### src/sv/cubic_least_squares_fit_assert.svh
// ----------------------------------------------------------------------------
// Assertion macros for the cubic least-squares fit block.
// ----------------------------------------------------------------------------
`ifndef CUBIC_LEAST_SQUARES_FIT_ASSERT_SVH
`define CUBIC_LEAST_SQUARES_FIT_ASSERT_SVH

// Consequent must hold in the same cycle as the antecedent.
`define CLSF_ASSERT_IMP(label, clk, rst, ante, cons, msg) \
  label: assert property (@(posedge clk) disable iff (rst) (ante) |-> (cons)) \
    else $error(msg);

// Consequent must hold in the cycle after the antecedent.
`define CLSF_ASSERT_NXT(label, clk, rst, ante, cons, msg) \
  label: assert property (@(posedge clk) disable iff (rst) (ante) |=> (cons)) \
    else $error(msg);

`endif

### src/sv/clsf_pkg.sv
`timescale 1ns / 1ps
// ----------------------------------------------------------------------------
// clsf_pkg
// Shared constants, types and fixed-point helpers of the cubic fit block.
// ----------------------------------------------------------------------------
package clsf_pkg;

  localparam int GRID_SIZE = 32;
  localparam int FRAC_BITS = 32;
  localparam int WORD_W    = 64;
  localparam int HALF_W    = WORD_W / 2;
  localparam int DBL_W     = 2 * WORD_W;
  localparam int NTERMS    = 4;
  localparam int NCOLS     = NTERMS + 1;
  localparam int NPOW      = 2 * NTERMS - 1;
  localparam int PSUM_W    = 36;
  localparam int MSUM_W    = 26;
  localparam int ROW_W     = 5;
  localparam int COL_W     = 5;
  localparam int OPC_W     = 2;
  localparam int COEF_BASE = NTERMS * NCOLS;
  localparam int MEM_DEPTH = COEF_BASE + NTERMS;
  localparam int ADDR_W    = $clog2(MEM_DEPTH);

  localparam logic [OPC_W-1:0] OP_ADD_POINT = 2'd0;
  localparam logic [OPC_W-1:0] OP_QUERY     = 2'd1;
  localparam logic [OPC_W-1:0] OP_CLEAR     = 2'd2;

  typedef logic signed [WORD_W-1:0] word_t;

  localparam word_t Q_MAX = {1'b0, {(WORD_W-1){1'b1}}};
  localparam word_t Q_MIN = {1'b1, {(WORD_W-1){1'b0}}};
  localparam logic [WORD_W-1:0] Q_LIMIT = {1'b0, {(WORD_W-1){1'b1}}} >> FRAC_BITS;

  typedef enum logic [1:0] {ALU_ADD, ALU_SUB, ALU_MUL, ALU_DIV} alu_op_t;

  typedef struct packed {
    logic    start;
    alu_op_t op;
    word_t   a;
    word_t   b;
  } alu_req_t;

  typedef struct packed {
    logic  done;
    word_t result;
  } alu_rsp_t;

  typedef enum logic [1:0] {AS_IDLE, AS_MUL, AS_DIV, AS_FIN} alu_state_t;

  typedef enum logic [5:0] {
    ST_IDLE, ST_ACC, ST_LOAD,
    ST_SW_RD1, ST_SW_RD2, ST_SW_CMP, ST_SWP_A, ST_SWP_B, ST_SWP_W, ST_SWP_W2,
    ST_EL_PIV, ST_EL_PIV2, ST_EL_KRD, ST_EL_DIV, ST_EL_DIVW, ST_EL_JRD,
    ST_EL_MUL, ST_EL_MULW, ST_EL_SUB, ST_EL_SUBW,
    ST_BS_RD, ST_BS_ACC, ST_BS_JRD, ST_BS_JRD2, ST_BS_MUL, ST_BS_MULW,
    ST_BS_SUB, ST_BS_SUBW, ST_BS_PRD, ST_BS_DIV, ST_BS_DIVW,
    ST_FAIL, ST_QCHK, ST_Q_V0, ST_Q_RD, ST_Q_GO, ST_Q_WAIT, ST_Q_FIN
  } state_t;

  function automatic logic [WORD_W-1:0] mag_of(word_t v);
    logic [WORD_W-1:0] u;
    u = v;
    return v[WORD_W-1] ? (~u + 1'b1) : u;
  endfunction

  // Saturate a magnitude with an overflow flag back into the signed range.
  function automatic word_t from_mag(logic neg, logic hi_nz, logic [WORD_W-1:0] lo);
    word_t r;
    if (hi_nz || lo[WORD_W-1]) begin
      r = neg ? Q_MIN : Q_MAX;
    end else begin
      r = neg ? word_t'(~lo + 1'b1) : word_t'(lo);
    end
    return r;
  endfunction

  function automatic word_t to_q(logic [PSUM_W-1:0] v);
    logic [WORD_W-1:0] w;
    w = WORD_W'(v);
    return (w > Q_LIMIT) ? Q_MAX : word_t'(w << FRAC_BITS);
  endfunction

  function automatic logic [ADDR_W-1:0] mat_addr(logic [1:0] r, logic [2:0] c);
    return ADDR_W'(int'(r) * NCOLS + int'(c));
  endfunction

  function automatic logic [ADDR_W-1:0] coef_addr(logic [1:0] idx);
    return ADDR_W'(COEF_BASE + int'(idx));
  endfunction

endpackage

### src/sv/clsf_alu.sv
`timescale 1ns / 1ps
// ----------------------------------------------------------------------------
// clsf_alu
// Shared fixed-point unit: saturating add and subtract, multiply
// from four 32x32 partial products, and a restoring divide of one bit a cycle.
// ----------------------------------------------------------------------------
module clsf_alu (
  input  logic              clk,
  input  logic              rst,
  input  clsf_pkg::alu_req_t req,
  output clsf_pkg::alu_rsp_t rsp
);
  import clsf_pkg::*;

  localparam int CNT_W  = $clog2(DBL_W);
  localparam int NPARTS = 4;

  alu_state_t        state, state_next;
  alu_op_t           op_q;
  logic [WORD_W-1:0] ma, mb;
  logic              neg;
  logic [CNT_W-1:0]  cnt;
  logic [DBL_W-1:0]  acc;
  logic [WORD_W-1:0] prod;
  logic [1:0]        pshift;
  logic [DBL_W-1:0]  num, quo;
  logic [WORD_W-1:0] rem;

  logic signed [WORD_W:0] sum;
  word_t                  sat_sum;
  logic [HALF_W-1:0]      ah, bh;
  logic [WORD_W-1:0]      pp;
  logic [DBL_W-1:0]       shifted;
  logic [WORD_W:0]        rem_sh;
  logic                   ge;
  word_t                  fin_val;

  always_comb begin
    if (req.op == ALU_SUB) begin
      sum = {req.a[WORD_W-1], req.a} - {req.b[WORD_W-1], req.b};
    end else begin
      sum = {req.a[WORD_W-1], req.a} + {req.b[WORD_W-1], req.b};
    end
    if (sum[WORD_W] != sum[WORD_W-1]) begin
      sat_sum = sum[WORD_W] ? Q_MIN : Q_MAX;
    end else begin
      sat_sum = sum[WORD_W-1:0];
    end
  end

  assign ah = cnt[1] ? ma[WORD_W-1:HALF_W] : ma[HALF_W-1:0];
  assign bh = cnt[0] ? mb[WORD_W-1:HALF_W] : mb[HALF_W-1:0];
  assign pp = ah * bh;

  always_comb begin
    case (pshift)
      2'd0:    shifted = DBL_W'(prod);
      2'd1:    shifted = DBL_W'(prod) << HALF_W;
      default: shifted = DBL_W'(prod) << WORD_W;
    endcase
  end

  assign rem_sh = {rem, num[DBL_W-1]};
  assign ge     = rem_sh >= {1'b0, mb};

  always_comb begin
    if (op_q == ALU_MUL) begin
      fin_val = from_mag(neg, |acc[DBL_W-1:WORD_W+FRAC_BITS],
                         acc[WORD_W+FRAC_BITS-1:FRAC_BITS]);
    end else begin
      fin_val = from_mag(neg, |quo[DBL_W-1:WORD_W], quo[WORD_W-1:0]);
    end
  end

  always_comb begin
    state_next = state;
    unique case (state)
      AS_IDLE: begin
        if (req.start && req.op == ALU_MUL) state_next = AS_MUL;
        if (req.start && req.op == ALU_DIV) state_next = AS_DIV;
      end
      AS_MUL: if (cnt == CNT_W'(NPARTS)) state_next = AS_FIN;
      AS_DIV: if (cnt == CNT_W'(DBL_W - 1)) state_next = AS_FIN;
      AS_FIN: state_next = AS_IDLE;
      default: state_next = AS_IDLE;
    endcase
  end

  always_ff @(posedge clk) begin
    if (rst) begin
      state    <= AS_IDLE;
      rsp.done <= 1'b0;
    end else begin
      state    <= state_next;
      rsp.done <= (state == AS_FIN) ||
                  (state == AS_IDLE && req.start &&
                   (req.op == ALU_ADD || req.op == ALU_SUB));
    end
  end

  always_ff @(posedge clk) begin
    case (state)
      AS_IDLE: begin
        if (req.start) begin
          op_q <= req.op;
          ma   <= mag_of(req.a);
          mb   <= mag_of(req.b);
          neg  <= req.a[WORD_W-1] ^ req.b[WORD_W-1];
          cnt  <= '0;
          acc  <= '0;
          rem  <= '0;
          quo  <= '0;
          num  <= DBL_W'(mag_of(req.a)) << FRAC_BITS;
          rsp.result <= sat_sum;
        end
      end
      AS_MUL: begin
        if (cnt < CNT_W'(NPARTS)) begin
          prod   <= pp;
          pshift <= 2'(cnt[0]) + 2'(cnt[1]);
        end
        if (cnt != '0) acc <= acc + shifted;
        cnt <= cnt + 1'b1;
      end
      AS_DIV: begin
        rem <= ge ? WORD_W'(rem_sh - {1'b0, mb}) : rem_sh[WORD_W-1:0];
        quo <= {quo[DBL_W-2:0], ge};
        num <= {num[DBL_W-2:0], 1'b0};
        cnt <= cnt + 1'b1;
      end
      AS_FIN: rsp.result <= fin_val;
      default: ;
    endcase
  end

endmodule

### config.mk
export PLATFORM = sky130hd
export DESIGN_NAME = clsf_alu
export DESIGN_NICKNAME = d
export VERILOG_FILES = /design/src/sv/cubic_least_squares_fit_assert.svh /design/src/sv/clsf_pkg.sv /design/src/sv/clsf_alu.sv
export SDC_FILE = /design/constraint.sdc
export NUM_CORES = 2
export LEC_CHECK = 0
export BUFFER_PORTS_ARGS = -buffer_cell sky130_fd_sc_hd__buf_2
export CORE_AREA = 3 3 461 463
export DETAILED_ROUTE_END_ITERATION = 6
export DIE_AREA = 0 0 464 466
export SLEW_MARGIN = 20
export SYNTH_ARGS = -nofsm -noshare
export SYNTH_HDL_FRONTEND = slang
export SYNTH_SLANG_ARGS = --single-unit
### constraint.sdc
create_clock -name clk -period 26.4 [get_ports clk]
set_input_delay 0 -clock clk [delete_from_list [all_inputs] [get_ports clk]]
set_output_delay 0 -clock clk [all_outputs]
set_load 0.005 [all_outputs]
======== Word level (Yosys, flattened, before mapping) ========
Cells that the tools add are included.
word-level totals
  flip-flop bits (word level) ............. 719
  logic and storage cells ................. 107
cells by class
  add/sub/neg operators ................... 10
  $mul .................................... 1
  $lt $le $gt $ge ......................... 2
  equality and inequality tests ........... 16
  multiplexer cells ....................... 32
  bitwise operators ....................... 5
  reduce and logical (&&, ||, !) cells .... 26
operator list
  operator                                                         number
  128-bit case mux with 2 select lines                             4
  64-bit 2-to-1 mux                                                12
  128-bit 2-to-1 mux                                               3
  64-bit by 1-bit adder with 64-bit output, second input constant  4
  64-bit NOT                                                       4
  64-bit case mux with 2 select lines                              2
  128-bit adder                                                    1
  64-bit by 64-bit adder with 65-bit output                        1
  65-bit by 64-bit greater-or-equal comparator with 1-bit output   1
  65-bit 2-to-1 mux                                                1
  64-bit by 64-bit subtractor with 65-bit output                   1
  32-bit by 32-bit multiplier with 64-bit output                   1
  32-bit 2-to-1 mux                                                2
  64-bit OR reduction                                              1
  64-bit subtractor                                                1
  63-bit 2-to-1 mux                                                1
  32-bit OR reduction                                              1
  7-bit case mux with 2 select lines                               1
  2-bit equality test, second input constant                       5
  2-bit AND reduction                                              5
  2-bit 2-to-1 mux                                                 4
  2-bit != test, second input constant                             4
  2-bit case mux with 4 select lines                               1
  2-bit nonzero test                                               4
  16 further kinds                                                 27

======== Logic depth before layout (Yosys ltp) ========
  word-level depth ........................ 6
  depth in mapped cells ................... 34

======== Least setup slack after synthesis ========
OpenSTA, ideal clock, no wires.
  path kind ............................... register to register
  start ................................... register state[0]
  end ..................................... register num[100] (enable)
  setup time .............................. 1336 ps
  data arrival time ....................... 21178 ps
  required time ........................... 25064 ps
  slack ................................... 3886 ps
  stages on the path, launching flop included .. 7
  buffers on the path ..................... 2
  clock period less this slack ............ 22514 ps
  cells stage by stage .................... dfxtp_1 -> inv_1 -> ha_1 -> inv_1 -> clkbuf_1 -> clkbuf_1 -> o21ai_0
between the ends
  longest elaborated chain between the ends .. 3
  elaborated cells on any way between the ends .. 5
  those cells by class .................... eq/ne (2); reduce/logical (3)
ends and longest elaborated chain
  what                                                                  RTL line         source
  from (decl)                                                           clsf_alu.sv:18   alu_state_t state, state_next;
  from (signal assigned)                                                clsf_alu.sv:94   state <= state_next;
  2-bit equality test or 2-bit zero test (tied branches)                clsf_alu.sv:102  case (state)
  2-bit nonzero test (no source line) or 2-bit != test (tied branches)  n/a
  2-bit AND reduction (no source line) *                                n/a
  to (signal assigned)                                                  clsf_alu.sv:113  num <= DBL_W'(mag_of(req.a)) << FRAC_BITS;
  to (signal assigned)                                                  clsf_alu.sv:128  num <= {num[DBL_W-2:0], 1'b0};
  to (decl)                                                             clsf_alu.sv:26   logic [DBL_W-1:0] num, quo;
Mark *: on every way between the ends. The rest lies on a longest branch, timed or not.
A chain may end at the register's enable or synchronous reset.

======== Worst setup path in the final report ========
  start ................................... register cnt[1]
  end ..................................... register prod[57], data pin
between the ends
  longest elaborated chain between the ends .. 2
ends and longest elaborated chain
  what                                            RTL line         source
  from (decl)                                     clsf_alu.sv:22   logic [CNT_W-1:0] cnt;
  from (signal assigned)                          clsf_alu.sv:123  cnt <= cnt + 1'b1;
  from (signal assigned)                          clsf_alu.sv:129  cnt <= cnt + 1'b1;
  32-bit 2-to-1 mux                               clsf_alu.sv:51   assign ah = cnt[1] ? ma[WORD_W-1:HALF_W] : ma[HALF_W-1:0];
  32-bit by 32-bit multiplier with 64-bit output  clsf_alu.sv:53   assign pp = ah * bh;
  named net pp[57]                                clsf_alu.sv:32   logic [WORD_W-1:0] pp;
  to (signal assigned)                            clsf_alu.sv:119  prod <= pp;
  to (decl)                                       clsf_alu.sv:24   logic [WORD_W-1:0] prod;
The timed path passes the listed nets, and every way through them passes these cells.

==> flow_summary.toml <==
[critical_path]
path_depth = 29
critPathMaxStageDelay_ns = 0.70
rr_worst_depth = 29
critical-path-top-delay-family = "adder cells"
cpMaxStageDelayCell = "buf_4"
critPathRequiredTime_ns = 26.88
critPathArrivalTime_ns = 10.42
path_buf_inv = 6
cpMostUsedCell = "fa_1"
cp_max_fo = 48
worst-setup-path-type = "flip-flop to flip-flop"
crit_path_start_kind = "flip-flop"
end_kind = "flip-flop"

[logic_synthesis]
ys_seq_area_frac = 0.247
synthTopCellsByArea = "edfxtp_1 (25%), fa_1 (22%), ha_1 (7.9%)"
synthesis.area_sq_um = 83400
async_flop_share = 0
syn_inst = 9341
yosysTopAreaCellShare = 0.246
synth_nets = 10900
yosysWarnings = 0
syn_avg_cell_area_sq_um = 8.93
ys.flop_type = "edfxtp_1"
synth_edf_count = 684
ys_ff_latch = 687
ys_types = 90
yosysTopAreaCell = "edfxtp_1"

[timing]
hold_viol = 0
min_period_ns = 9.93
skew_ns = 0.0836
rsz0062_at_grt = "no"
finalSetupViolCount = 0
max_freq_mhz = 101
slew_headroom = 0.141
period_share = 0.376
finalMaxSlewViolations = 0
fin_ws_ns = 16.47
max_slew.worst_pin.slew_ns = 1.29
tns_ns = 0

[floorplan]
pin_count = 198
coreArea_sq_um = 209000
chipHeight_um = 466
die_x_um = 464
die_area_sq_um = 216000
initial_core_util = 0.399
placementRows = 168

[clock_network]
cts_max_level = 3
cts_resized = 0
hold_buffers = 194
root_buffer = "clkbuf_16"
cts_setup_buffers = 0
cts_tree = "done"
clkTransAtPathRegs_ns = 0.06
clock-sinks = 687
cts-buffers-inserted = 86
worstSkewPairLatency_ns = 0.75
cts_buffer_depth = 3

[cells_and_area]
multi_input_area_sq_um = 57300
syn_to_final_growth_pct = 10.8
fillers = 20400
nets = 11000
final_common_cell = "nand2_1"
drive_gt1_frac = 0.0748
fin_area_sq_um = 92400
final-seq-area_sq_um = 20600
final_cell_mix = "nand2_1 (1105), inv_1 (1047), nor2_1 (962)"

[routing]
dr.pass1.iters = 7
detail-route-antenna-nets = 0
detail_route.vias_per_cell = 5.83
drt_wl_total_um = 319000
drt_iter0_drc = 7529
wl_per_cell_um = 25.8
drc = 19
vias = 72300

[global_route]
overflow = 0
grt_pass1_wl_um = 469000
grtUsageTotal = 0.289
grt_max_degree = 92
antenna_found_initial = 43
grt_pass1_vias = 71400

[place]
place_congestion = 1.01
dpl.hpwl_um = 251000
dpl_cell_area_sq_um = 87500
port-buffer-count = 197
place_ws_ns = 16.54

[hold_path]
holdPathStages = 3
hold_path_class = "primary input to flip-flop"

[status]
violations = "design-rule violations"
status = "finished, violations left"

[flow_run]
maxCapViolCount = 0
stage by stage:
step,utilization,hold slack (ns),instances
finish,0.442,0.110,12400
global route,0.442,0.101,12400
CTS,0.441,0.0658,12400
detailed placement,0.419,0.254,12000
global placement,0.418,0.259,12000
floorplan,-,0.0691,9341
metal layers:
metal	vias up	wire [um]	global-route usage
met3	783	31700	0.0672
met4	22	19300	0.151
met5	-	157	0.000878
met1	35800	131000	0.386
li1	31900	-	-
met2	3700	137000	0.437
sequential cells by signal, indices dropped and copies added, names as in the netlist:
| signal | cells |
|---|---|
| op_q | 2 |
| cnt | 7 |
| prod | 64 |
| acc | 128 |
| neg | 1 |
| num | 96 |
| mb | 64 |
| ma | 64 |
| pshift | 2 |
| rem | 64 |
| rsp | 65 |
| quo | 128 |
| state | 2 |
worst reg2reg max path, delay by kind of cell, from the launching register on:
kind,cells,cell delay [ns]
fa+ha+maj,9,4.58
compound gates,9,2.10
buf+inv,6,1.73
simple gates,3,0.47
mux,1,0.35
flops,1,0.32
xor+xnor,1,0.15
final timing paths:
| check | startpoint | endpoint | slack, ns |
|---|---|---|---|
| max | cnt[1]$_SDFFCE_PN0P_ | prod[57]$_DFFE_PP_ | 16.47 |
| min | rst | rsp[64]$_SDFF_PP0_ | 0.11 |
| max reg2reg | cnt[1]$_SDFFCE_PN0P_ | prod[57]$_DFFE_PP_ | 16.47 |
| min reg2reg | num[97]$_SDFFCE_PN0P_ | num[98]$_SDFFCE_PN0P_ | 0.49 |
area by class of cell:
| cell class | instances | share of cell area |
|---|---|---|
| Clock inverter | 61 | 0.00697 |
| Clock buffer | 96 | 0.0239 |
| Inverter | 1050 | 0.0427 |
| Sequential cell | 687 | 0.223 |
| Tap cell | 2805 | 0.0380 |
| Antenna cell | 33 | 0.000893 |
| Multi-Input combinational cell | 7114 | 0.620 |
| Timing Repair Buffer | 545 | 0.0442 |
cell usage after synthesis (50+ instances only):
cell,number
xnor2_1,325
nand4_1,127
ha_1,529
a21o_1,208
a211oi_1,50
a21oi_1,517
o21ai_0,413
o31ai_1,70
clkbuf_1,453
and2_1,353
xor2_1,162
nor2_1,964
fa_1,899
nand2b_1,60
inv_1,1050
mux2i_1,78
mux2_2,96
o21bai_1,74
a31oi_1,75
nand2_1,1105
nor4_1,80
nor3_1,140
edfxtp_1,684
nand3_1,84
o21a_1,52
or3_1,68
logic make-up after synthesis:
kind of cell / after synthesis / synth area share
compound gates: 1839 / 0.139
flops: 687 / 0.247
mux: 174 / 0.0223
simple gates: 3185 / 0.176
buf+inv: 1540 / 0.0696
fa+ha+maj: 1429 / 0.295
xor+xnor: 487 / 0.0511
Power is not shown: default switching activity piles up to over one toggle a cycle in this logic, so the estimate is an artifact.
